File: config.mk
export PLATFORM = sky130hd
export DESIGN_NAME = rs_back
export DESIGN_NICKNAME = d
export VERILOG_FILES = /design/src/hw/rtl/rs_pkg.sv /design/src/hw/rtl/rs_back.sv
export VERILOG_INCLUDE_DIRS = /design/src /design/src/hw/rtl
export SDC_FILE = /design/constraint.sdc
export NUM_CORES = 2
export LEC_CHECK = 0
export BUFFER_PORTS_ARGS = -buffer_cell sky130_fd_sc_hd__buf_2
export CELL_PAD_IN_SITES_DETAIL_PLACEMENT = 1
export CELL_PAD_IN_SITES_GLOBAL_PLACEMENT = 2
export CORE_AREA = 3 3 433 435
export CTS_BUF_LIST = sky130_fd_sc_hd__clkbuf_4 sky130_fd_sc_hd__clkbuf_8
export DETAILED_ROUTE_END_ITERATION = 6
export DIE_AREA = 0 0 436 438
export PLACE_DENSITY_LB_ADDON = 0.1
export SYNTH_ARGS = -nofsm -noshare
export SYNTH_HDL_FRONTEND = slang
export SYNTH_SLANG_ARGS = --single-unit
File: constraint.sdc
create_clock -name aclk -period 6.63 [get_ports aclk]
set_input_delay 1.326 -clock aclk [delete_from_list [all_inputs] [get_ports aclk]]
set_output_delay 1.326 -clock aclk [all_outputs]
set_load 0.02 [all_outputs]
File: src/hw/rtl/reservoir_sampler_core_assert.svh
// assertion macros shared by the reservoir sampler rtl
// no dependencies; included by the modules that check their own logic
`ifndef RESERVOIR_SAMPLER_CORE_ASSERT_SVH
`define RESERVOIR_SAMPLER_CORE_ASSERT_SVH
`ifndef SYNTHESIS
`define RS_ASSERT_HOLDS(lbl, clk, rstn, prop) \
    lbl: assert property (@(posedge clk) disable iff (!rstn) (prop)) \
        else $error("reservoir sampler check failed");
`define RS_ASSERT_IMPLIES(lbl, clk, rstn, pre, post) \
    lbl: assert property (@(posedge clk) disable iff (!rstn) (pre) |-> (post)) \
        else $error("reservoir sampler check failed");
`define RS_ASSERT_NEXT(lbl, clk, rstn, pre, post) \
    lbl: assert property (@(posedge clk) disable iff (!rstn) (pre) |=> (post)) \
        else $error("reservoir sampler check failed");
`else
`define RS_ASSERT_HOLDS(lbl, clk, rstn, prop)
`define RS_ASSERT_IMPLIES(lbl, clk, rstn, pre, post)
`define RS_ASSERT_NEXT(lbl, clk, rstn, pre, post)
`endif
`endif

File: src/hw/rtl/rs_pkg.sv
// types and constants of the reservoir sampler
// no dependencies; used by every rtl file of the block
`timescale 1ns / 1ps
package rs_pkg;

    localparam int DEPTH       = 64;
    localparam int IDX_W       = $clog2(DEPTH);
    localparam int K_W         = 7;
    localparam int VALUE_W     = 32;
    localparam int RAND_W      = 32;
    localparam int SEEN_W      = 32;
    localparam int QUEUE_DEPTH = 4;
    localparam int QPTR_W      = $clog2(QUEUE_DEPTH);
    localparam int QCNT_W      = QPTR_W + 1;

    typedef enum logic [0:0] {
        CMD_PUSH  = 1'b0,
        CMD_FLUSH = 1'b1
    } cmd_t;

    typedef enum logic [0:0] {
        OP_WRITE = 1'b0,
        OP_FLUSH = 1'b1
    } op_kind_t;

    typedef enum logic [0:0] {
        BK_IDLE = 1'b0,
        BK_OUT  = 1'b1
    } back_state_t;

    typedef struct packed {
        cmd_t                       command;
        logic signed [VALUE_W-1:0]  value;
        logic [RAND_W-1:0]          random_word;
    } in_item_t;

    typedef struct packed {
        logic signed [VALUE_W-1:0]  sample_value;
        logic [IDX_W-1:0]           slot_index;
        logic                       last;
    } out_item_t;

    typedef struct packed {
        op_kind_t                   kind;
        logic [IDX_W-1:0]           addr;
        logic [K_W-1:0]             count;
        logic [VALUE_W-1:0]         value;
    } op_t;

endpackage

File: src/hw/rtl/rs_back.sv
// back end: reservoir memory, slot writes and the flush walk
// depends on rs_pkg and reservoir_sampler_core_assert.svh; drains rs_queue
`timescale 1ns / 1ps
`include "reservoir_sampler_core_assert.svh"
module rs_back (
    input  logic              aclk,
    input  logic              aresetn,
    input  logic              q_valid,
    output logic              q_ready,
    input  rs_pkg::op_t       q_op,
    output logic              m_valid,
    input  logic              m_ready,
    output rs_pkg::out_item_t m_item
);

    logic [rs_pkg::VALUE_W-1:0] mem [rs_pkg::DEPTH];
    logic [rs_pkg::VALUE_W-1:0] rd_data_reg;

    rs_pkg::back_state_t        state_reg, state_next;
    logic [rs_pkg::IDX_W-1:0]   out_idx_reg, out_idx_next;
    logic [rs_pkg::K_W-1:0]     cnt_reg, cnt_next;

    logic                       mem_we, mem_re;
    logic [rs_pkg::IDX_W-1:0]   rd_addr;
    logic                       is_last;

    assign is_last = (rs_pkg::K_W'(out_idx_reg) + 1'b1) == cnt_reg;

    always_comb begin
        state_next   = state_reg;
        out_idx_next = out_idx_reg;
        cnt_next     = cnt_reg;
        q_ready      = 1'b0;
        m_valid      = 1'b0;
        mem_we       = 1'b0;
        mem_re       = 1'b0;
        rd_addr      = '0;
        unique case (state_reg)
            rs_pkg::BK_IDLE: begin
                q_ready = 1'b1;
                if (q_valid) begin
                    unique case (q_op.kind)
                        rs_pkg::OP_WRITE: mem_we = 1'b1;
                        rs_pkg::OP_FLUSH: begin
                            mem_re       = 1'b1;
                            out_idx_next = '0;
                            cnt_next     = q_op.count;
                            state_next   = rs_pkg::BK_OUT;
                        end
                        default: mem_we = 1'b0;
                    endcase
                end
            end
            rs_pkg::BK_OUT: begin
                m_valid = 1'b1;
                if (m_ready) begin
                    if (is_last) begin
                        state_next = rs_pkg::BK_IDLE;
                    end else begin
                        mem_re       = 1'b1;
                        rd_addr      = out_idx_reg + 1'b1;
                        out_idx_next = out_idx_reg + 1'b1;
                    end
                end
            end
            default: state_next = rs_pkg::BK_IDLE;
        endcase
    end

    always_ff @(posedge aclk) begin
        if (!aresetn) begin
            state_reg <= rs_pkg::BK_IDLE;
        end else begin
            state_reg <= state_next;
        end
    end

    always_ff @(posedge aclk) begin
        out_idx_reg <= out_idx_next;
        cnt_reg     <= cnt_next;
    end

    always_ff @(posedge aclk) begin
        if (mem_we) begin
            mem[q_op.addr] <= q_op.value;
        end
        if (mem_re) begin
            rd_data_reg <= mem[rd_addr];
        end
    end

    assign m_item.sample_value = rd_data_reg;
    assign m_item.slot_index   = out_idx_reg;
    assign m_item.last         = is_last;

    `RS_ASSERT_IMPLIES(a_idx_in_range, aclk, aresetn, state_reg == rs_pkg::BK_OUT, rs_pkg::K_W'(out_idx_reg) < cnt_reg)
    `RS_ASSERT_NEXT(a_last_ends, aclk, aresetn, m_valid && m_ready && m_item.last, !m_valid)
    `RS_ASSERT_IMPLIES(a_no_pop_busy, aclk, aresetn, state_reg == rs_pkg::BK_OUT, !q_ready && !mem_we)

endmodule

* After elaboration in Yosys (flattened, before gate mapping)
Memories as Yosys holds them, arrays and structs flattened. A register that Yosys moved wholly into a read port is not among the register bits. Cells that the tools add are included.
Storage, ports and cells: memories 1, RAM bits 2048, logic and storage cells 36, bits in registers 14, input port bits 50
Memories:
- mem | words 64, bits a word 32, rd ports 1, clocked after memory_dff 1, wr ports 1, line rs_back.sv:16 | logic [rs_pkg::VALUE_W-1:0] mem [rs_pkg::DEPTH];
Cells by class: equality and inequality tests 5, bitwise operators 1, $add $sub $neg 2, reductions and logical operators 2, mux-type cells 22
Operators by type and width (number):
- $mux W6 | 7
- $mux W1 | 12
- $pmux W6 S2 | 1
- $ne A2 B2 Y1 const B | 4
- $add A6 B1 Y7 const B | 1
- $eq A7 B7 Y1 | 1
- $add A6 B1 Y6 const B | 1
- $pmux W1 S2 | 2
- $reduce_and A4 Y1 | 1
- $reduce_and A3 Y1 | 1
- $not A1 Y1 | 1

* Longest topological paths before layout
depth after elaboration 5, gate-level depth with buffers 15

* Worst setup path after synthesis
OpenSTA, ideal clock, no wires.
path type register -> register, start register out_idx_reg[0] in the netlist's numbering, end register rd_data_reg[0] in the netlist's numbering, read port of mem (enable), setup slack 1.719 ns, stages on the path, launching flop included 12, setup time 0.466 ns, arrival time 4.446 ns, path buffers 4, data required time 6.164 ns, cell sequence edfxtp_1 ha_1 xor3_1 nor3_2 and4_4 buf_6 nand2_4 inv_2 buf_6 buf_2 buf_2 o21ai_0
On the way: word-level cells in the longest chain between the ends 5, elaborated cells between the ends (all ways) 9, those cells by class add/sub (2); eq/ne (1); mux (6)
Ends and longest elaborated chain:
- start, declared | line rs_back.sv:20 | logic [rs_pkg::IDX_W-1:0] out_idx_reg, out_idx_next;
- start signal, assigned | line rs_back.sv:79 | out_idx_reg <= out_idx_next;
- $add A6 B1 Y7 | line rs_back.sv:27 | assign is_last = (rs_pkg::K_W'(out_idx_reg) + 1'b1) == cnt_reg;
- $eq A7 B7 Y1 | line rs_back.sv:27
- via is_last | line rs_back.sv:25 | logic is_last;
- $mux W1 | line rs_back.sv:57 | if (is_last) begin
- $mux W1 | line rs_back.sv:56 | if (m_ready) begin
- $pmux W1 S2 | line rs_back.sv:38 | unique case (state_reg)
- via mem_re | line rs_back.sv:23 | logic mem_we, mem_re;
- end, declared | line rs_back.sv:17 | logic [rs_pkg::VALUE_W-1:0] rd_data_reg;
The timed path passes the listed nets, and every way through them passes these cells. A chain may end at the register's enable or synchronous reset.

==> summary.md <==
| Metric | Value |
|---|---|
| Outcome | finished, final reports clean |
| Setup crit end kind | output pin |
| Cells after DPL | 7953 |
| Startpoint Class | flop |
| Worst endpoint required time | between 5000 and 6000 ps |
| Initial antenna violation count | 31 |
| Worst Tran Pin Value | 1420 ps |
| Core box area | between 150000 and 200000 sq um |
| Crit path launch | out_idx_reg[0] |
| Via/cell ratio | 6.48 |
| Crit share post-route | 92.5% |
| Register area share after synthesis | about three quarters |
| Ys Warns | 0 |
| Origin of the critical flop-to-flop path | out_idx_reg[0] |
| I/O Pins | 91 |
| Routed Antenna Nets | 0 |
| Die ar. | 191000 sq um |
| Vias | ~56000 |
| Hold path endpoint | cnt_reg[3] |
| Syn nets | about 5600 |
| Synth cell types | 86 |
| Core Rows | 157 |
| Max Fclk | 0.163 GHz |
| Final layout net count | 5909 |
| Clock Skews | slightly below 50 ps |
| Reg2reg end | rd_data_reg[16] |
| WHS | ~470 ps |
| Post-layout min period | slightly above 6000 ps |
| Crit path max fanout | 47 |
| Worst hold path class | primary input to flop |
| Final Hold Fails | 0 |
| CP arrival | a little under 5000 ps |
| PostCTS Resize Cnt | 0 |
| Max VDD drop | just under 0.2 mV |
| Clock tree from TritonCTS | yes |
| Vias in the first global route | 53800 |
| Register area | about 63000 sq um |
| First-pass GRT wire length | approximately 440 mm |
| Crit path kind | flop to output pin |
| Pleak | slightly below 30 nW |
| Hold_sp | q_op[35] |
| Post-synth ARST share | 0% |
| Total global routing overflow | 0 |
| Root buffer cell | clkbuf_8 |
| PD cells | between 200 and 300 nW/um^2 |
| Post-Route WL | about 320 mm |
| Primary FF master, synth | edfxtp_1 |
| Synth-to-Final Area Change | 13.7% |
| Flop2flop setup slack | roughly 1100 ps |
| Slew Limit Fails | 0 |
| Die W | around 440 um |
| Cts bufs inserted | between 300 and 400 |
| Total track usage | about a third |
| Share of cells above drive strength 1 | between 10% and 20% |
| H-tree depth | 5 |
| Wire length per cell | ~37 um |
| Pre-antenna DRT Iters | 6 |
| Hold Crit Depth | 1 |
| Fill cells | between 15000 and 20000 |
| Hold buffer count at CTS | 0 |
| DP Worst Slack | 1290 ps |
| Initial core utilization | 45.1% |
| Clock sink total | approximately 2100 |
| Clk Latency, worst-skew pair | about 1000 ps |
| Largest register FFs | between 2000 and 2500 |
| FF-to-FF path depth | 10 |
| Syn Inst Count | approximately 5600 |
| Setup bufs post-CTS | 0 |
| DRC Markers | 0 |
| Synth Register Bits | roughly 2100 |
| Syn avg cell area | approximately 15 sq um |
| DRT iter0 DRCs | between 7000 and 8000 |
| Final GP Congestion | about 0.90 |
| Setup violators final | 0 |
| Area of the multi-input gates | approximately 18000 sq um |
| Max_cap viols | 0 |
| Post-Layout Cell Count | around 8600 |
| Hpwl dp | between 150 and 200 mm |
| Power Total | between 0.02 and 0.03 W |
| Synthesized area | around 83000 sq um |
| Clock-pin slew on the worst setup and hold paths | 60 ps |
| Slew HR | between 4 and 5% |
| Die height | about 440 um |
| Buffer depth of the longest clock path | 4 |
| Sum Neg Setup Slack | 0 ps |
| RSZ-0062 raised after global routing | false |
| Fin worst setup slack | between 400 and 500 ps |
| Buffers on Ports | 90 |
| Largest net degree at the start of global routing | ~140 |
| EDFF count, synth | approximately 2100 |
==> worst max path at each step <==
stage,endpoint,depth (start not counted)
final,m_item[0],8
after global routing,m_item[0],8
after CTS,m_item[0],8
after detailed placement,rd_data_reg[11],10
after global placement,rd_data_reg[20],10
after floorplan,rd_data_reg[0],11
==> logic make-up (layout without fill, tap and decap cells) <==
family / after synthesis / in the layout / share of synthesized area, %
fa+ha+maj: 1 / 1 / 0.0151
compound gates: 1451 / 1451 / 12.1
mux: 77 / 77 / 0.943
xor+xnor: 12 / 12 / 0.163
other cells: 0 / 11 / 0
simple gates: 1444 / 1444 / 8.20
flops: 2094 / 2094 / 76.0
buf+inv: 503 / 1023 / 2.62
==> per-stage QoR <==
step / utilization (%) / cell area (sq um)
final: 51.3 / 94100
after CTS: 51.3 / 94100
after global routing: 51.3 / 94100
after detailed placement: 47.6 / 87400
after global placement: 47.6 / 87400
after floorplan: - / 82800
==> cell usage after synthesis (9+ instances only) <==
cell | n | area, sq um
nand2_1 | 655 | 2460
a32o_1 | 23 | 230
a31oi_1 | 162 | 1010
inv_1 | 73 | 274
clkbuf_1 | 184 | 691
or3_1 | 12 | 75.1
nor2_1 | 281 | 1050
nand3_1 | 159 | 796
o22a_1 | 20 | 175
nor3_1 | 39 | 195
o2bb2ai_1 | 9 | 78.8
edfxtp_1 | 2093 | 62900
o31ai_1 | 17 | 128
o221ai_1 | 113 | 990
a311o_1 | 52 | 521
a21oi_1 | 182 | 911
a311oi_1 | 19 | 166
a32oi_1 | 22 | 193
buf_1 | 79 | 297
o32ai_1 | 14 | 123
a22o_1 | 10 | 87.6
o2111ai_1 | 14 | 123
buf_4 | 19 | 143
buf_2 | 143 | 716
o311ai_0 | 13 | 114
a211oi_1 | 14 | 105
a2bb2oi_1 | 13 | 114
and3_1 | 26 | 163
o21ai_0 | 278 | 1390
a221oi_1 | 21 | 184
mux2i_1 | 69 | 691
a21boi_0 | 12 | 90.1
o22ai_1 | 192 | 1200
nand3b_1 | 232 | 1740
o211ai_1 | 147 | 1100
==> per-layer routing <==
| metal | part of all wire, % | global-route usage [%] |
|---|---|---|
| met5 | 0.0073 | 0 |
| met4 | 3.8 | 11.5 |
| met3 | 9.0 | 5.85 |
| met2 | 46 | 50.1 |
| met1 | 42 | 46.5 |
==> placed cells by master, fill, tap and decap left out, types with 13 or more instances in the layout <==
cell type  instances
a211oi_1          13
a21oi_1          180
a221oi_1          21
a2bb2oi_1         13
a311o_1           52
a311oi_1          19
a31oi_1          162
a32o_1            23
a32oi_1           22
and3_1            25
buf_12            27
buf_2             78
buf_4            230
clkbuf_4         121
clkbuf_8         375
clkinv_1          90
clkinv_2          18
edfxtp_1        2093
inv_1             72
mux2i_1           69
nand2_1          654
nand3_1          157
nand3b_1         232
nor2_1           214
nor2_4            67
nor3_1            38
o2111ai_1         14
o211ai_1         147
o21ai_0          276
o221ai_1         113
o22a_1            20
o22ai_1          192
o31ai_1           17
o32ai_1           14
==> power by group <==
part / switching [W] / internal [W]
Clock: 0.00522 / 0.00606
Combinational: 0.00126 / 0.000327
Sequential: 0.0000503 / 0.0146
==> cell type report <==
cell class | instances | area share [%]
antenna | 11 | 0.0293
clock inverter | 117 | 0.646
tap | 2464 | 3.28
inverter | 74 | 0.306
sequential | 2094 | 66.8
clock buffer | 496 | 6.45
timing repair buffer | 336 | 2.84
multi-input combinational | 2985 | 19.6
==> worst max-delay path, stage by stage (launching register included) <==
cell      delay, ps
edfxtp_1        670
ha_1            500
xor3_1          500
nor3_2          160
and4_4          560
nand2_4         290
inv_4           390
buf_12          340
buf_2           250
No activity file was read; power rests on OpenSTA's default activity.
