### config.mk
export PLATFORM = sky130hd
export DESIGN_NAME = rs_front
export DESIGN_NICKNAME = d
export VERILOG_FILES = /design/src/hw/rtl/reservoir_sampler_core_assert.svh /design/src/hw/rtl/rs_pkg.sv /design/src/hw/rtl/rs_front.sv
export SDC_FILE = /design/constraint.sdc
export NUM_CORES = 2
export LEC_CHECK = 0
export ABC_AREA = 1
export BUFFER_PORTS_ARGS = -buffer_cell sky130_fd_sc_hd__buf_2
export CAP_MARGIN = 15
export CELL_PAD_IN_SITES_DETAIL_PLACEMENT = 1
export CELL_PAD_IN_SITES_GLOBAL_PLACEMENT = 1
export CORE_UTILIZATION = 40
export DETAILED_ROUTE_END_ITERATION = 7
export PLACE_DENSITY = 0.66
export SLEW_MARGIN = 20
export SYNTH_ARGS = -nofsm -noshare
export SYNTH_HDL_FRONTEND = slang
export SYNTH_SLANG_ARGS = --single-unit
### constraint.sdc
create_clock -name aclk -period 18.56 [get_ports aclk]
set_input_delay 0.928 -clock aclk [delete_from_list [all_inputs] [get_ports aclk]]
set_output_delay 0.928 -clock aclk [all_outputs]
set_load 0.02 [all_outputs]
### src/hw/rtl/reservoir_sampler_core_assert.svh
// assertion macros shared by the reservoir sampler rtl
// no dependencies; included by the modules that check their own logic
`ifndef RESERVOIR_SAMPLER_CORE_ASSERT_SVH
`define RESERVOIR_SAMPLER_CORE_ASSERT_SVH
`ifndef SYNTHESIS
`define RS_ASSERT_HOLDS(lbl, clk, rstn, prop) \
    lbl: assert property (@(posedge clk) disable iff (!rstn) (prop)) \
        else $error("reservoir sampler check failed");
`define RS_ASSERT_IMPLIES(lbl, clk, rstn, pre, post) \
    lbl: assert property (@(posedge clk) disable iff (!rstn) (pre) |-> (post)) \
        else $error("reservoir sampler check failed");
`define RS_ASSERT_NEXT(lbl, clk, rstn, pre, post) \
    lbl: assert property (@(posedge clk) disable iff (!rstn) (pre) |=> (post)) \
        else $error("reservoir sampler check failed");
`else
`define RS_ASSERT_HOLDS(lbl, clk, rstn, prop)
`define RS_ASSERT_IMPLIES(lbl, clk, rstn, pre, post)
`define RS_ASSERT_NEXT(lbl, clk, rstn, pre, post)
`endif
`endif

### src/hw/rtl/rs_pkg.sv
// types and constants of the reservoir sampler
// no dependencies; used by every rtl file of the block
`timescale 1ns / 1ps
package rs_pkg;

    localparam int DEPTH       = 64;
    localparam int IDX_W       = $clog2(DEPTH);
    localparam int K_W         = 7;
    localparam int VALUE_W     = 32;
    localparam int RAND_W      = 32;
    localparam int SEEN_W      = 32;
    localparam int QUEUE_DEPTH = 4;
    localparam int QPTR_W      = $clog2(QUEUE_DEPTH);
    localparam int QCNT_W      = QPTR_W + 1;

    typedef enum logic [0:0] {
        CMD_PUSH  = 1'b0,
        CMD_FLUSH = 1'b1
    } cmd_t;

    typedef enum logic [0:0] {
        OP_WRITE = 1'b0,
        OP_FLUSH = 1'b1
    } op_kind_t;

    typedef enum logic [0:0] {
        BK_IDLE = 1'b0,
        BK_OUT  = 1'b1
    } back_state_t;

    typedef struct packed {
        cmd_t                       command;
        logic signed [VALUE_W-1:0]  value;
        logic [RAND_W-1:0]          random_word;
    } in_item_t;

    typedef struct packed {
        logic signed [VALUE_W-1:0]  sample_value;
        logic [IDX_W-1:0]           slot_index;
        logic                       last;
    } out_item_t;

    typedef struct packed {
        op_kind_t                   kind;
        logic [IDX_W-1:0]           addr;
        logic [K_W-1:0]             count;
        logic [VALUE_W-1:0]         value;
    } op_t;

endpackage

### src/hw/rtl/rs_front.sv
// front end: accepts transactions, keeps the seen count, picks the slot
// depends on rs_pkg; feeds rs_queue
`timescale 1ns / 1ps
module rs_front (
    input  logic               aclk,
    input  logic               aresetn,
    input  logic [rs_pkg::K_W-1:0] k_eff,
    input  logic               s_valid,
    output logic               s_ready,
    input  rs_pkg::in_item_t   s_item,
    output logic               q_valid,
    input  logic               q_ready,
    output rs_pkg::op_t        q_op
);

    logic [rs_pkg::SEEN_W-1:0]   seen_reg, seen_next;
    logic                        st_valid_reg, st_valid_next;
    logic                        st_rand_reg;
    rs_pkg::op_t                 st_op_reg;
    logic [rs_pkg::RAND_W-1:0]   st_rnd_reg;
    logic [rs_pkg::SEEN_W:0]     st_span_reg;

    logic                        accept;
    logic                        fill;
    logic [rs_pkg::K_W-1:0]      count;
    logic [rs_pkg::RAND_W+rs_pkg::SEEN_W:0] prod;
    logic [rs_pkg::SEEN_W:0]     slot_hi;
    logic                        hit;
    logic                        emit;

    assign accept = s_valid && s_ready;
    assign fill   = seen_reg < rs_pkg::SEEN_W'(k_eff);
    assign count  = fill ? seen_reg[rs_pkg::K_W-1:0] : k_eff;

    // slot choice: high part of random word times (seen + 1)
    assign prod    = {{(rs_pkg::SEEN_W+1){1'b0}}, st_rnd_reg}
                   * {{rs_pkg::RAND_W{1'b0}}, st_span_reg};
    assign slot_hi = prod[rs_pkg::RAND_W+rs_pkg::SEEN_W:rs_pkg::RAND_W];
    assign hit     = slot_hi < (rs_pkg::SEEN_W+1)'(k_eff);

    always_comb begin
        emit = st_valid_reg;
        if (st_op_reg.kind == rs_pkg::OP_FLUSH && st_op_reg.count == '0) begin
            emit = 1'b0;
        end
        if (st_op_reg.kind == rs_pkg::OP_WRITE && st_rand_reg && !hit) begin
            emit = 1'b0;
        end
    end

    always_comb begin
        q_op = st_op_reg;
        if (st_rand_reg) begin
            q_op.addr = slot_hi[rs_pkg::IDX_W-1:0];
        end
    end

    assign q_valid = emit;
    assign s_ready = !st_valid_reg || !emit || q_ready;

    always_comb begin
        seen_next     = seen_reg;
        st_valid_next = st_valid_reg;
        if (s_ready) begin
            st_valid_next = s_valid;
        end
        if (accept) begin
            unique case (s_item.command)
                rs_pkg::CMD_PUSH: begin
                    if (seen_reg != '1) begin
                        seen_next = seen_reg + 1'b1;
                    end
                end
                rs_pkg::CMD_FLUSH: seen_next = '0;
                default:           seen_next = seen_reg;
            endcase
        end
    end

    always_ff @(posedge aclk) begin
        if (!aresetn) begin
            seen_reg     <= '0;
            st_valid_reg <= 1'b0;
        end else begin
            seen_reg     <= seen_next;
            st_valid_reg <= st_valid_next;
        end
    end

    // payload of the slot stage
    always_ff @(posedge aclk) begin
        if (accept) begin
            st_op_reg.kind  <= (s_item.command == rs_pkg::CMD_FLUSH) ?
                               rs_pkg::OP_FLUSH : rs_pkg::OP_WRITE;
            st_op_reg.addr  <= seen_reg[rs_pkg::IDX_W-1:0];
            st_op_reg.count <= count;
            st_op_reg.value <= s_item.value;
            st_rand_reg     <= !fill;
            st_rnd_reg      <= s_item.random_word;
            st_span_reg     <= {1'b0, seen_reg} + 1'b1;
        end
    end

endmodule

=== Yosys cells after proc, flatten, opt, wreduce, memory -nomap -nowiden ===
Index checks and enable logic that the tools add are counted.

* Bits in registers: 145
* Bits in latches: 0
* Bits in writable memories: 0
* Bits in read-only memories: 0
* Input port bits: 76
* Output and inout port bits: 48
* Word-level logic and storage cells: 37
* Memories: 0

* $add $sub $neg: 2
* Multipliers: 1
* Divide/modulo/power cells: 0
* Order comparisons: 2
* Eq/ne operators: 2
* Shifts and indexed selects: 0
* Muxes and demuxes: 7
* Bitwise gates (word level): 2
* Reductions and logical operators: 12

{| class="wikitable"
|+ Operators by type and width
! cell !! number
|-
| 32-bit by 33-bit multiplier with 65-bit output || 1
|-
| 32-bit case mux with 2 select lines || 1
|-
| 32-bit by 1-bit adder with 33-bit output (second input constant) || 1
|-
| 33-bit by 7-bit < comparator with 1-bit output || 1
|-
| 32-bit by 1-bit adder with 32-bit output (second input constant) || 1
|-
| 32-bit by 7-bit < comparator with 1-bit output || 1
|-
| 32-bit 2-to-1 mux || 1
|-
| 32-bit inequality test (second input constant) || 1
|-
| 7-bit logical NOT || 1
|-
| 7-bit 2-to-1 mux || 1
|-
| 6-bit 2-to-1 mux || 1
|-
| 1-bit logical AND || 4
|-
| 1-bit logical NOT || 4
|-
| 1-bit 2-to-1 mux || 3
|-
| 1-bit logical OR || 2
|-
| 2-bit inequality test (second input constant) || 1
|-
| 1-bit inverter || 2
|-
| 2-bit AND reduction || 1
|}

=== Logic depth before layout (Yosys ltp) ===
* Depth in word-level cells: 10
* Mapped depth: 48
* Mapped depth without buffers: 45

=== Worst setup path before layout ===
Ideal clock, no wire load.

* Kind: register to register
* Start: reg st_rnd_reg[5] in the netlist's numbering
* End: reg st_op_reg, in the netlist q_op[0], enable pin
* Library setup time: 0.465 ns
* Arrival time: 9.409 ns
* Data required time: 18.095 ns
* Slack: 8.686 ns
* Cell stages (with the launch flop): 40
* Path buffers: 2
* Period minus slack after synthesis: 9.874 ns
* Cells stage by stage: edfxtp_1 -> clkbuf_1 -> clkbuf_1 -> nand2_1 -> fa_1 -> inv_1 -> fa_1 -> fa_1 -> inv_1 -> fa_1 -> inv_1 -> fa_1 -> fa_1 -> fa_1 -> inv_1 -> fa_1 -> inv_1 -> ha_1 -> [4 not listed] -> inv_1 -> nand2_1 -> a31o_2 -> xor2_1 -> inv_1 -> ha_1 -> nand2_1 -> nor2_1 -> a211oi_1 -> nand2_1 -> nand3_1 -> nand2_1 -> nor2_1 -> nand2_1 -> nand2_1 -> nand3_4 -> nand2_1 -> inv_1

* Word-level cells in the longest chain between the ends: 9

{| class="wikitable"
|+ RTL lines
! element !! line !! source
|-
| start, declared || rs_front.sv:20 || <nowiki>logic [rs_pkg::RAND_W-1:0] st_rnd_reg;</nowiki>
|-
| start signal, assigned || rs_front.sv:99 || <nowiki>st_rnd_reg <= s_item.random_word;</nowiki>
|-
| 32-bit by 33-bit multiplier with 65-bit output || rs_front.sv:37 || <nowiki>* {{rs_pkg::RAND_W{1'b0}}, st_span_reg};</nowiki>
|-
| 33-bit by 7-bit < comparator with 1-bit output || rs_front.sv:39 || <nowiki>assign hit = slot_hi < (rs_pkg::SEEN_W+1)'(k_eff);</nowiki>
|-
| 1-bit logical NOT || rs_front.sv:46 || <nowiki>if (st_op_reg.kind == rs_pkg::OP_WRITE && st_rand_reg && !hit) begin</nowiki>
|-
| 1-bit logical AND || rs_front.sv:46 ||
|-
| 1-bit 2-to-1 mux || rs_front.sv:46 ||
|-
| 1-bit logical NOT || rs_front.sv:59 || <nowiki>assign s_ready = !st_valid_reg || !emit || q_ready;</nowiki>
|-
| 1-bit logical OR (2 in series) || rs_front.sv:59 ||
|-
| 1-bit logical AND || rs_front.sv:31 || <nowiki>assign accept = s_valid && s_ready;</nowiki>
|-
| net accept || rs_front.sv:23 || <nowiki>logic accept;</nowiki>
|-
| end, declared || rs_front.sv:19 || <nowiki>rs_pkg::op_t st_op_reg;</nowiki>
|}

The timed path passes the listed nets, and every way through them passes these cells.
A chain may end at the register's enable or synchronous reset.

=== Final worst setup path ===
* Start: reg st_span_reg[18] in the netlist's numbering
* End: reg st_rnd_reg[27] in the netlist's numbering, enable pin

* Word-level cells in the longest chain between the ends: 9

{| class="wikitable"
|+ RTL lines
! element !! line !! source
|-
| start, declared || rs_front.sv:21 || <nowiki>logic [rs_pkg::SEEN_W:0] st_span_reg;</nowiki>
|-
| start signal, assigned || rs_front.sv:100 || <nowiki>st_span_reg <= {1'b0, seen_reg} + 1'b1;</nowiki>
|-
| 32-bit by 33-bit multiplier with 65-bit output || rs_front.sv:37 ||
|-
| 33-bit by 7-bit < comparator with 1-bit output || rs_front.sv:39 ||
|-
| 1-bit logical NOT || rs_front.sv:46 ||
|-
| 1-bit logical AND || rs_front.sv:46 ||
|-
| 1-bit 2-to-1 mux || rs_front.sv:46 ||
|-
| 1-bit logical NOT || rs_front.sv:59 ||
|-
| 1-bit logical OR (2 in series) || rs_front.sv:59 ||
|-
| 1-bit logical AND || rs_front.sv:31 ||
|-
| net accept || rs_front.sv:23 ||
|}

The timed path passes the listed nets, and every way through them passes these cells.

==> qor.txt <==
Max stage delay cell, worst path = edfxtp_1
Worst-Margin Slew = 904.8 ps
Nets = 6692
CTS tree = built
Worst skew pair latency = 540 ps
CTS H-tree lvls = 4
Outcome = complete, but fails checks
Final Hold Fails = 0
Largest family of logic cells by synthesized area = adder cells
Final ANT Viol Nets = 0
GR Util All Layers = 25.93%
WL/cell = 19.46 µm
Crit-path max FO = 62
Critical path's most frequent cell = nand2_1
Clock root cell = clkbuf_16
R2R Path Start = st_span_reg[18]
Adder-cell share of the synthesized area = 51.54%
Delay of the slowest critical-path stage = 780 ps
Via density = 4.880
Top cell type's share of synthesized area = 43.49%
Post-Synth XOR/XNOR Area = 0.7816%
DP Wirelength = 106.8 mm
Synth area leaders = fa_1 43%, inv_1 15%, nand2_1 14%, ha_1 8.1%, edfxtp_1 7.9%
R2R Path End = st_rnd_reg[27]
Global route overflow = 0
Max reg flops = 40
Register area share after synthesis = 9.450%
Number of synthesized flops with an enable pin = 112
Post-synthesis net count = 6768
Die Y-Extent = 328.3 µm
HP Class = flop to flop
Hold Crit Depth = 0
GP Congestion = 0.9501
Final period util = 58.21%
Post-synthesis compound-gate area fraction = 1.901%
Worst R2R Path Depth = 37
Most frequent cells in the layout = 1669 x inv_1, 1643 x nand2_1, 925 x fa_1
Site row count = 119
Crit. End Element = flop
Core Box Area = 105400 µm²
Largest net degree at the start of global routing = 63
Clk slew on worst S/H paths = 110 ps
Clock skew after layout = 35.42 ps
Setup_tns = 0 ps
Slew Limit Fails = 0
Syn Std Cell Area = 42580 µm²
Initial DRC Count = 1620
Initial DRT Pass Iterations = 8
Mux contribution to synthesized area = 0%
Clock sinks = 145
Worst Hold Slack = 526.8 ps
Vias in the first global route = 37320
Initial antenna violation count = 5
Slew HR = 39.68%
Maximum clock path buffer count = 2
Failing checks = design-rule violations
Post-CTS resize count = 0
Simple-gate share of the synthesized area = 18.47%
CTS Buf Count = 17
Chip width = 328.3 µm
Hold EP = st_op_reg[40]
Crit path kind = flop to flop
RSZ-0062 raised after global routing = no
Full die area = 107800 µm²
Fmax = 0.09255 GHz
DRC Markers = 16
Layout cells sized above 1 = 4.659%
Final min period = 10800 ps
First-pass GRT wire length = 213.4 mm
Cell variety after synth = 37
Filler cell count = 13060
Synth Instances = 5493
Post-synthesis async set-or-reset flop share = 0%
WP data required = 18700 ps
Buffers on Ports = 123
Routed WL = 132.7 mm
Setup violators final = 0
P&R area growth vs syn = 5.222%
R2R setup slack = 7760 ps
Post CTS Setup Buffer Count = 0
CP startpoint kind = flop
Avg Cell Area, Syn = 7.752 µm²
Starting density of the core = 40.39%
YS warnings = 0
# hold bufs at CTS = 0
Hold wc startpoint = seen_reg[1]
Most common cell after layout, fill and taps aside = inv_1
Max cap viols = 0
Synth area leader = fa_1
Synth Register Bits = 145
Vias = 33290
Setup crit start = st_span_reg[18]
CP arrival = 10950 ps
Most used flip-flop cell after synthesis = edfxtp_1
IO Count = 124
-- cell families (layout without fill, tap and decap cells) --
kind of cell,Yosys count,after routing
AOI/OAI and AO/OA,146,146
xor gates and xnor gates,38,38
adders and majority gates,1199,1199
buffers and inverters,1971,1908
DFF,145,145
other,0,2
and+or+nand+nor,1994,1994
-- layer usage --
| metal | wire length [µm] | track usage [%] | part of all wire, % | vias to the layer above |
|---|---|---|---|---|
| li1 | - | - | - | 15190 |
| met1 | 60380 | 35.18 | 45 | 17480 |
| met2 | 66120 | 45.23 | 50 | 521 |
| met3 | 4283 | 2.370 | 3.2 | 98 |
| met4 | 1930 | 4.954 | 1.5 | 4 |
| met5 | 27 | 0 | 0.020 | - |
-- critical path: cells and delay by family, from the launching register on --
kind	cells	cell delay (ps)
flops	1	780
buf+inv	9	2080
fa+ha+maj	10	4780
xor+xnor	1	360
simple gates	14	1610
compound gates	3	590
-- cell usage after synthesis (5+ instances only) --
cell,instances
nand3b_1,7
xnor2_1,6
fa_1,925
dfxtp_1,33
a31oi_1,6
buf_4,42
edfxtp_1,112
nand3_1,59
o21bai_1,17
nor4_1,13
buf_6,6
nand4_1,50
inv_1,1670
xor2_1,32
ha_1,274
buf_1,5
nor3_1,26
o21ai_0,35
nor2_1,181
inv_2,13
nand2_1,1643
a21oi_1,77
clkbuf_1,230
-- metrics by stage --
step / setup WS, ps / cells / cell area (µm²) / util [%]
floorplan: 8686 / 5493 / 42580 / -
global placement: 7962 / 6789 / 44170 / 41.90
detailed placement: 7801 / 6789 / 44170 / 41.90
finish: 7755 / 6823 / 44800 / 42.50
global route: 7153 / 6821 / 44800 / 42.50
CTS: 7685 / 6821 / 44800 / 42.50
-- how the worst max path moves through the flow --
stage	endpoint	slack (ps)	depth (start not counted)
final	st_rnd_reg[27]	7760	37
after global routing	st_rnd_reg[24]	7150	39
after CTS	st_rnd_reg[29]	7680	37
after detailed placement	st_rnd_reg[11]	7800	39
after global placement	st_rnd_reg[11]	7960	37
after floorplan	q_op[0]	8690	39
-- layout make-up --
type	count	area, µm²	share of cell area [%]
diodes	2	5.005	0.01117
clock buffers	17	425.4	0.9495
clock inverters	15	201.4	0.4496
inverters	1685	6330	14.13
multi-input cells	3377	30950	69.08
flip-flops and latches	145	4024	8.981
well taps	1391	1740	3.885
repair buffers	191	1126	2.513
Power is not shown: default switching activity piles up to over one toggle a cycle in this logic, so the estimate is an artifact.
