## config.mk

```make
export PLATFORM = sky130hd
export DESIGN_NAME = rs_queue
export DESIGN_NICKNAME = d
export VERILOG_FILES = /design/src/hw/rtl/rs_pkg.sv /design/src/hw/rtl/rs_queue.sv
export VERILOG_INCLUDE_DIRS = /design/src /design/src/hw/rtl
export SDC_FILE = /design/constraint.sdc
export NUM_CORES = 1
export LEC_CHECK = 0
export ABC_AREA = 1
export BUFFER_PORTS_ARGS = -buffer_cell sky130_fd_sc_hd__buf_2
export CORE_ASPECT_RATIO = 1.5
export CORE_MARGIN = 5
export CORE_UTILIZATION = 54
export CTS_BUF_LIST = sky130_fd_sc_hd__clkbuf_4
export CTS_CLUSTER_SIZE = 14
export DETAILED_ROUTE_END_ITERATION = 16
export PLACE_DENSITY = 0.78
export SLEW_MARGIN = 20
export SYNTH_ARGS = -nofsm -noshare
export SYNTH_HDL_FRONTEND = slang
export SYNTH_SLANG_ARGS = --single-unit
export TNS_END_PERCENT = 30
```

## constraint.sdc

```tcl
create_clock -name aclk -period 2.9 [get_ports aclk]
set_input_delay 0.58 -clock aclk [delete_from_list [all_inputs] [get_ports aclk]]
set_output_delay 0.58 -clock aclk [all_outputs]
set_load 0.03 [all_outputs]
```

## src/hw/rtl/reservoir_sampler_core_assert.svh

```systemverilog
// assertion macros shared by the reservoir sampler rtl
// no dependencies; included by the modules that check their own logic
`ifndef RESERVOIR_SAMPLER_CORE_ASSERT_SVH
`define RESERVOIR_SAMPLER_CORE_ASSERT_SVH
`ifndef SYNTHESIS
`define RS_ASSERT_HOLDS(lbl, clk, rstn, prop) \
    lbl: assert property (@(posedge clk) disable iff (!rstn) (prop)) \
        else $error("reservoir sampler check failed");
`define RS_ASSERT_IMPLIES(lbl, clk, rstn, pre, post) \
    lbl: assert property (@(posedge clk) disable iff (!rstn) (pre) |-> (post)) \
        else $error("reservoir sampler check failed");
`define RS_ASSERT_NEXT(lbl, clk, rstn, pre, post) \
    lbl: assert property (@(posedge clk) disable iff (!rstn) (pre) |=> (post)) \
        else $error("reservoir sampler check failed");
`else
`define RS_ASSERT_HOLDS(lbl, clk, rstn, prop)
`define RS_ASSERT_IMPLIES(lbl, clk, rstn, pre, post)
`define RS_ASSERT_NEXT(lbl, clk, rstn, pre, post)
`endif
`endif

```

## src/hw/rtl/rs_pkg.sv

```systemverilog
// types and constants of the reservoir sampler
// no dependencies; used by every rtl file of the block
`timescale 1ns / 1ps
package rs_pkg;

    localparam int DEPTH       = 64;
    localparam int IDX_W       = $clog2(DEPTH);
    localparam int K_W         = 7;
    localparam int VALUE_W     = 32;
    localparam int RAND_W      = 32;
    localparam int SEEN_W      = 32;
    localparam int QUEUE_DEPTH = 4;
    localparam int QPTR_W      = $clog2(QUEUE_DEPTH);
    localparam int QCNT_W      = QPTR_W + 1;

    typedef enum logic [0:0] {
        CMD_PUSH  = 1'b0,
        CMD_FLUSH = 1'b1
    } cmd_t;

    typedef enum logic [0:0] {
        OP_WRITE = 1'b0,
        OP_FLUSH = 1'b1
    } op_kind_t;

    typedef enum logic [0:0] {
        BK_IDLE = 1'b0,
        BK_OUT  = 1'b1
    } back_state_t;

    typedef struct packed {
        cmd_t                       command;
        logic signed [VALUE_W-1:0]  value;
        logic [RAND_W-1:0]          random_word;
    } in_item_t;

    typedef struct packed {
        logic signed [VALUE_W-1:0]  sample_value;
        logic [IDX_W-1:0]           slot_index;
        logic                       last;
    } out_item_t;

    typedef struct packed {
        op_kind_t                   kind;
        logic [IDX_W-1:0]           addr;
        logic [K_W-1:0]             count;
        logic [VALUE_W-1:0]         value;
    } op_t;

endpackage

```

## src/hw/rtl/rs_queue.sv

```systemverilog
// short fifo of operations between front end and back end
// depends on rs_pkg and reservoir_sampler_core_assert.svh
`timescale 1ns / 1ps
`include "reservoir_sampler_core_assert.svh"
module rs_queue (
    input  logic          aclk,
    input  logic          aresetn,
    input  logic          push_valid,
    output logic          push_ready,
    input  rs_pkg::op_t   push_op,
    output logic          pop_valid,
    input  logic          pop_ready,
    output rs_pkg::op_t   pop_op
);

    rs_pkg::op_t                 entry_reg [rs_pkg::QUEUE_DEPTH];
    logic [rs_pkg::QPTR_W-1:0]   wr_ptr_reg, wr_ptr_next;
    logic [rs_pkg::QPTR_W-1:0]   rd_ptr_reg, rd_ptr_next;
    logic [rs_pkg::QCNT_W-1:0]   cnt_reg, cnt_next;
    logic                        do_push, do_pop;

    assign push_ready = cnt_reg != rs_pkg::QCNT_W'(rs_pkg::QUEUE_DEPTH);
    assign pop_valid  = cnt_reg != '0;
    assign pop_op     = entry_reg[rd_ptr_reg];
    assign do_push    = push_valid && push_ready;
    assign do_pop     = pop_valid && pop_ready;

    always_comb begin
        wr_ptr_next = do_push ? wr_ptr_reg + 1'b1 : wr_ptr_reg;
        rd_ptr_next = do_pop  ? rd_ptr_reg + 1'b1 : rd_ptr_reg;
        cnt_next    = cnt_reg;
        if (do_push && !do_pop) begin
            cnt_next = cnt_reg + 1'b1;
        end else if (do_pop && !do_push) begin
            cnt_next = cnt_reg - 1'b1;
        end
    end

    always_ff @(posedge aclk) begin
        if (!aresetn) begin
            wr_ptr_reg <= '0;
            rd_ptr_reg <= '0;
            cnt_reg    <= '0;
        end else begin
            wr_ptr_reg <= wr_ptr_next;
            rd_ptr_reg <= rd_ptr_next;
            cnt_reg    <= cnt_next;
        end
    end

    always_ff @(posedge aclk) begin
        if (do_push) begin
            entry_reg[wr_ptr_reg] <= push_op;
        end
    end

    `RS_ASSERT_HOLDS(a_cnt_bound, aclk, aresetn, cnt_reg <= rs_pkg::QCNT_W'(rs_pkg::QUEUE_DEPTH))

endmodule

```

# After elaboration in Yosys (flattened, before gate mapping)
# Memories as Yosys holds them, arrays and structs flattened. A register that Yosys moved wholly into a read port is not among the register bits.
# Index checks and enable logic that the tools add are counted.
classes:
  n_mul: 0
  mux: 6
  add_sub_neg: 4
  order_cmp: 0
  div: 0
  reduce_logical: 8
  bitwise: 0
  eq_ne: 1
  n_shift: 0
op_table:
  columns: ["op", "count"]
  rows:
  - ["two-way mux 3 bit", 2]
  - ["adder 2 x 1 -> 2 bit, second input constant", 2]
  - ["logical AND 1 bit", 4]
  - ["two-way mux 2 bit", 2]
  - ["adder 3 x 1 -> 3 bit, second input constant", 1]
  - ["!= test 3 bit, second input constant", 1]
  - ["nonzero test 3 bit", 1]
  - ["subtractor 3 x 1 -> 3 bit, second input constant", 1]
  - ["logical NOT 1 bit", 2]
  - ["two-way mux 1 bit", 2]
  - ["nonzero test 2 bit", 1]
totals:
  out_inout_bits: 48
  romBits: 0
  elab_cells: 23
  latchBits: 0
  n_memories: 1
  ram_bits: 184
  inputBits: 50
  ff_bits: 7
memory_table:
  columns: ["name", "depth", "width", "read_ports", "rd_ports_with_merged_regs", "write_ports", "line", "text"]
  rows:
  - ["entry_reg", 4, 46, 1, 1, 1, "rs_queue.sv:16", "rs_pkg::op_t entry_reg [rs_pkg::QUEUE_DEPTH];"]

# Logic depth before layout (Yosys ltp)
# Gate-level depths: netlist of the first run.
depth:
  depth_word: 6
  ltp_mapped: 13
  depth_no_buf: 13

# Least setup slack after synthesis of the first run
# OpenSTA, ideal clock, no wires.
synth_timing:
  path_type: "register to register"
  startpoint: "register cnt_reg[0] in the netlist's numbering"
  endpoint: "memory entry_reg[0][0] in the netlist's numbering, enable pin"
  t_arrival_ps: 2859
  stages_incl_launch_ff: 5
  path_slack_ps: -408
  cell_sequence: "dfxtp_1 nor2_1 nand2_1 nand2_1 nor2_1"
synth_via:
  elab_chain_len: 4
synth_rtl:
  columns: ["item", "line", "text"]
  rows:
  - ["start, declared", "rs_queue.sv:19", "logic [rs_pkg::QCNT_W-1:0] cnt_reg, cnt_next;"]
  - ["start signal, assigned", "rs_queue.sv:47", "cnt_reg <= cnt_next;"]
  - ["!= test 3 bit", "rs_queue.sv:22", "assign push_ready = cnt_reg != rs_pkg::QCNT_W'(rs_pkg::QUEUE_DEPTH);"]
  - ["via push_ready", "rs_queue.sv:9", "output logic push_ready,"]
  - ["logical AND 1 bit", "rs_queue.sv:25", "assign do_push = push_valid && push_ready;"]
  - ["two-way mux 1 bit", "rs_queue.sv:52", "if (do_push) begin"]
  - ["two-way mux 1 bit (not written as such)", "rs_queue.sv:53", "entry_reg[wr_ptr_reg] <= push_op;"]
  - ["end, declared", "rs_queue.sv:16", null]
# The timed path passes the listed nets, and every way through them passes these cells.

==> results.sh, run 1 <==
export IMPL_routabilityCongestion=0.756
export IMPL_hold_viol_final=0
export IMPL_start_util=0.546
export IMPL_synth_cell_area_um2=7360
export IMPL_cts_setup_buffers=0
export IMPL_reg2reg_slack_ps=790
export IMPL_setup_tns_ps=0
export IMPL_vdd_drop_max_mv=0.572
export IMPL_finalInstanceArea_um2=8400
export IMPL_cts_resized=0
export IMPL_hp_class="in2reg"
export IMPL_cts_inserted_buffers=17
export IMPL_clock_skew_ps=21.1
export IMPL_place_area_um2=8050
export IMPL_syn_to_final_growth_pct=14.3
export IMPL_power_mw=7.48
export IMPL_hp_start="push_op[18]"
export IMPL_nFillCells=1007
export IMPL_ff2ff_path_depth=9
export IMPL_clkTransAtPathRegs_ps=150
export IMPL_avgViaCountPerCell=5.70
export IMPL_crit_fanout=23
export IMPL_cpPeakStageDelay_ps=390
export IMPL_worst_pin_slew_ps=423
export IMPL_yosys_area_top_type="edfxtp_1"
export IMPL_seqPwrFrac=0.464
export IMPL_setup_ws_ps=257
export IMPL_final_cell_mix="184 x edfxtp_1, 97 x buf_2, 96 x nor2_1"
export IMPL_grtUsageTotal=0.183
export IMPL_first_global_vias=4676
export IMPL_dieArea_um2=16100
export IMPL_synth_top_cell_area_share=0.751
export IMPL_antenna_found_initial=5
export IMPL_path_cells="clkinv_2, buf_4, o21ai_0, o22ai_1, buf_2"
export IMPL_worstSetupStartpointType="flop"
export IMPL_hold_end="entry_reg[3][18]"
export IMPL_arrival_ps=2060
export IMPL_clk_latency_ps=540
export IMPL_p_comb_frac=0.320
export IMPL_yosysWarningCount=0
export IMPL_sw_frac_of_total=0.364
export IMPL_fin_util=0.624
export IMPL_synth_cell_type_count=21
export IMPL_pwr_share_clk=0.216
export IMPL_num_vias=4505
export IMPL_dpl_hpwl_mm=8.52
export IMPL_holdWs_ps=236
export IMPL_finalWirelength_mm=14.3
export IMPL_antenna_left=0
export IMPL_instances_no_fill=790
export IMPL_dp_cells=755
export IMPL_syn_avg_cell_area_um2=14.3
export IMPL_routedWlPerCell_um=18.1
export IMPL_worst_setup_path_end_kind="primary output"
export IMPL_power_density_nw_per_um2=890
export IMPL_cts_root_buf="clkbuf_4"
export IMPL_drtIter0Drc=251
export IMPL_largest_reg_flops=184
export IMPL_grt_first_pass_wirelength_mm=22.8
export IMPL_cp_slowest_cell="dfxtp_2"
export IMPL_ys_seq_elements=193
export IMPL_reg2reg_from="cnt_reg[0]"
export IMPL_hold_depth=1
export IMPL_grt_start_max_net_pins=93
export IMPL_clockBufferDepth=2
export IMPL_r2r_end="cnt_reg[1]"
export IMPL_min_period_over_period=0.911
export IMPL_drv_slew=0
export IMPL_core_area_um2=13500
export IMPL_rows=52
export IMPL_mostFrequentLayoutCell="edfxtp_1"
export IMPL_outcome="completed"
export IMPL_htreeDepth=4
export IMPL_required_ps=2320
export IMPL_cap_violations=0
export IMPL_leakage_nw=2.97
export IMPL_rsz0062_at_grt="no"
export IMPL_cts_sinks=193
export IMPL_die_y_um=153
export IMPL_grt_overflow=0
export IMPL_fin_nets=668
export IMPL_drive_gt1_frac=0.256
export IMPL_yosysSeqAreaShare=0.776
export IMPL_p_switching_mw=2.72
export IMPL_cts_tree="done"
export IMPL_die_w_um=105
export IMPL_intPower_mw=4.76
export IMPL_dr_pass1_iters=4
export IMPL_io_pins=98
export IMPL_portBuffers=97
export IMPL_synth_nets=569
export IMPL_fmax_ghz=0.378
export IMPL_postCtsHoldBufs=0
export IMPL_dp_slack_ps=733
export IMPL_ys_top_cells_by_area="edfxtp_1 75%, nor2_1 5.1%, o21ai_0 4.0%"
export IMPL_drc_errors=0
export IMPL_slew_headroom=0.718
export IMPL_setup_violations=0
export IMPL_min_period_ps=2640
export IMPL_netlist_instances=513
export IMPL_path_class="reg2out"
how the worst max path moves through the flow:
stage | startpoint | endpoint | cells after the start
6_report | flop | pop_op[36] | 5
5_1_grt | flop | pop_op[41] | 5
4_1_cts | flop | pop_op[36] | 5
3_5_place_dp | push_valid | cnt_reg[1] | 8
3_3_place_gp | push_valid | cnt_reg[2] | 12
2_1_floorplan | cnt_reg[0] | entry_reg[0][0] | 4
final cells by class:
class / count / area [um^2] / area share
clock buffers: 17 / 128 / 0.0152
inverters: 16 / 61.3 / 0.00729
diodes: 3 / 7.51 / 0.000893
repair buffers: 109 / 651 / 0.0774
clock inverters: 15 / 223 / 0.0265
multi-input cells: 275 / 1420 / 0.169
flip-flops and latches: 193 / 5710 / 0.679
well taps: 162 / 203 / 0.0241
kinds of logic after synthesis:
group           count (synthesis)  share of synthesized area
fa+ha+maj                       6                     0.0112
compound gates                142                      0.110
xor+xnor                        1                    0.00119
buf+inv                        45                     0.0349
simple gates                  126                     0.0675
flops                         193                      0.776
power groups by stage:
stage | Combinational, mW | Clock, mW | Sequential [mW]
6_report | 2.39 | 1.62 | 3.47
5_1_grt | 2.58 | 1.78 | 3.50
4_1_cts | 2.41 | 1.65 | 3.48
3_5_place_dp | 2.40 | 0 | 3.54
3_3_place_gp | 2.34 | 0 | 3.52
2_1_floorplan | 1.72 | 0 | 3.53
worst max-delay path: cells and delay by family (launching register included):
kind                   cells  cell delay (ps)
flip-flops                 1              390
buffers and inverters      3              800
AO/OA/AOI/OAI              2              320
layer usage:
layer | up-vias | global-route usage | share of wire
li1 | 2102 | - | -
met1 | 2234 | 0.204 | 0.38
met2 | 139 | 0.329 | 0.54
met3 | 26 | 0.0489 | 0.059
met4 | 4 | 0.0713 | 0.020
met5 | - | 0 | 0.0015
synth_stat cells, drive strengths merged:
| master | instances |
|---|---|
| nor2 | 106 |
| o21ai | 93 |
| ha | 5 |
| fa | 1 |
| edfxtp | 184 |
| nand3b | 1 |
| xor2 | 1 |
| clkbuf | 11 |
| nand3 | 4 |
| dfxtp | 9 |
| nand2 | 15 |
| o22ai | 46 |
| inv | 16 |
| buf | 18 |
| a21oi | 3 |
Note: power is estimated with default switching activity, not from simulation.
==> inputs of run 2 (changes only) <==
- ABC_AREA: 1 -> not set
- CORE_UTILIZATION: 54 -> 53
- PLACE_DENSITY: 0.78 -> 0.77
==> results.sh, run 2 <==
export IMPL_holdWs_ps=249
export IMPL_cap_violations=0
export IMPL_ys_seq_elements=193
export IMPL_leakage_nw=2.78
export IMPL_cts_tree="done"
export IMPL_portBuffers=97
export IMPL_cts_root_buf="clkbuf_4"
export IMPL_worst_pin_slew_ps=355
export IMPL_start_util=0.537
export IMPL_setup_violations=0
export IMPL_critPathBufInv=2
export IMPL_grt_overflow=0
export IMPL_min_period_ps=2560
export IMPL_yosysMostFrequentCell="edfxtp_1"
export IMPL_cts_sinks=193
export IMPL_path_class="reg2out"
export IMPL_io_pins=98
export IMPL_grt_start_max_net_pins=47
export IMPL_drtIter0Drc=107
export IMPL_dp_cells=544
export IMPL_ys_flop_type="edfxtp_1"
export IMPL_synth_async_sr_flop_share=0
export IMPL_rsz0062_at_grt="no"
export IMPL_worst_setup_path_end_kind="primary output"
export IMPL_routedWlPerCell_um=20.9
export IMPL_first_global_vias=3632
export IMPL_die_y_um=153
export IMPL_syn_to_final_growth_pct=14.7
export IMPL_routabilityCongestion=0.705
export IMPL_cts_inserted_buffers=17
export IMPL_nFillCells=924
export IMPL_dr_pass1_iters=4
export IMPL_drv_slew=0
export IMPL_yosys_area_top_type="edfxtp_1"
export IMPL_min_period_over_period=0.883
export IMPL_antenna_found_initial=4
export IMPL_ys_top_cells_by_count="184 x edfxtp_1, 40 x mux4_2, 9 x dfxtp_1, 8 x and2_1, 6 x mux4_1"
export IMPL_drc_errors=0
export IMPL_largest_reg_flops=184
export IMPL_path_cells="buf_12, mux4_1, buf_2"
export IMPL_synth_cell_type_count=25
export IMPL_mostFrequentLayoutCell="edfxtp_1"
export IMPL_die_w_um=105
export IMPL_clkTransAtPathRegs_ps=150
export IMPL_hold_viol_final=0
export IMPL_cts_resized=0
export IMPL_fmax_ghz=0.391
export IMPL_path_delay_family="multiplexers"
export IMPL_final_cell_mix="184 x edfxtp_1, 97 x buf_2, 40 x mux4_2"
export IMPL_clock_skew_ps=15.8
export IMPL_slew_headroom=0.763
export IMPL_yosysWarningCount=0
export IMPL_power_density_nw_per_um2=886
export IMPL_ys_top_cells_by_area="edfxtp_1 77%, mux4_2 13%, dfxtp_1 2.5%"
export IMPL_dieArea_um2=16100
export IMPL_finalWirelength_mm=12.1
export IMPL_avgViaCountPerCell=5.58
export IMPL_worstSetupStartpointType="flop"
export IMPL_instances_no_fill=580
export IMPL_cp_slowest_cell="mux4_1"
export IMPL_outcome="completed"
export IMPL_synth_cell_area_um2=7200
export IMPL_required_ps=2320
export IMPL_synth_nets=344
export IMPL_postCtsHoldBufs=0
export IMPL_reg2reg_slack_ps=480
export IMPL_num_vias=3235
export IMPL_grt_first_pass_wirelength_mm=19.4
export IMPL_clockBufferDepth=2
export IMPL_grtUsageTotal=0.160
export IMPL_drive_gt1_frac=0.450
export IMPL_core_area_um2=13400
export IMPL_rows=52
export IMPL_dpl_hpwl_mm=7.65
export IMPL_crit_fanout=21
export IMPL_antenna_left=0
export IMPL_hp_class="in2reg"
export IMPL_yosysSeqAreaShare=0.793
export IMPL_synth_edf_count=184
export IMPL_htreeDepth=4
export IMPL_setup_tns_ps=0
export IMPL_cts_setup_buffers=2
export IMPL_synth_top_cell_area_share=0.768
export IMPL_clk_latency_ps=530
export IMPL_syn_avg_cell_area_um2=25.0
export IMPL_netlist_instances=288
export IMPL_arrival_ps=1980
export IMPL_fin_nets=459
export IMPL_cpPeakStageDelay_ps=600
export IMPL_vdd_drop_max_mv=0.469
## run 2: cell count changes in the layout (fill, tap and decap cells not counted), sizes merged, moves of 3 or more
cell   previous run  this run
nand3             4         0
xnor2             0         3
inv              21         7
mux2i             0         3
o22ai            46         0
o21ai            93         1
nor2            106         1
a21oi             3         0
mux4              0        46
nand2            15         5
and2              0         8
## run 2: worst paths after layout
check                           cells after the start                to          start
worst max-delay path                                3        pop_op[42]           flop
worst min register to register                      2     wr_ptr_reg[1]  wr_ptr_reg[1]
worst min-delay path                                1  entry_reg[1][15]    push_op[15]
worst max register to register                      8        cnt_reg[2]     cnt_reg[0]
## run 2: logic make-up after synthesis
kind of cell / share of synthesized area
flip-flops: 0.793
AND/OR/NAND/NOR: 0.0127
XOR/XNOR: 0.00487
adder cells (fa/ha/maj): 0.0115
buffers and inverters: 0.0183
AO/OA/AOI/OAI: 0.00852
multiplexers: 0.151
## run 2: power by group
group / leakage [nW] / total (mW) / switching, mW / internal, mW
registers: 1.76 / 3.50 / 0.117 / 3.38
logic: 0.847 / 2.24 / 1.35 / 0.883
clock network: 0.173 / 1.58 / 0.868 / 0.710
total: 2.78 / 7.31 / 2.34 / 4.98
## run 2: layer usage
| layer | wire length, um | up-vias | GRT usage |
|---|---|---|---|
| li1 | - | 1451 | - |
| met1 | 4410 | 1675 | 0.176 |
| met2 | 6850 | 84 | 0.286 |
| met3 | 567 | 21 | 0.0509 |
| met4 | 247 | 4 | 0.0603 |
| met5 | 27 | - | 0 |
## run 2: worst reg2reg max path, stage by stage, from the launching register on
cell and delay, ps:
dfxtp_1 560, nor2_1 130, a21boi_2 330, ha_1 240, inv_1 60, fa_1 380
xor2_1 180, or3_1 310, a21boi_0 180
## run 2: layout make-up
| cell class | count | area [um^2] | area share |
|---|---|---|---|
| clock buffer | 18 | 135 | 0.0164 |
| sequential | 193 | 5710 | 0.692 |
| tap | 162 | 203 | 0.0246 |
| inverter | 3 | 11.3 | 0.00136 |
| clock inverter | 14 | 203 | 0.0246 |
| timing repair buffer | 107 | 623 | 0.0755 |
| multi-input combinational | 81 | 1360 | 0.165 |
| antenna | 2 | 5.00 | 0.000606 |
## run 2: metrics by stage
step           power [mW]  utilization  area [um^2]  setup slack (ps)
6_report             7.31        0.616         8250               340
5_1_grt              7.65        0.616         8250               187
4_1_cts              7.41        0.615         8250               246
3_5_place_dp         5.83        0.589         7900               490
3_3_place_gp         5.77        0.589         7900               626
2_1_floorplan        5.28            -         7200               488
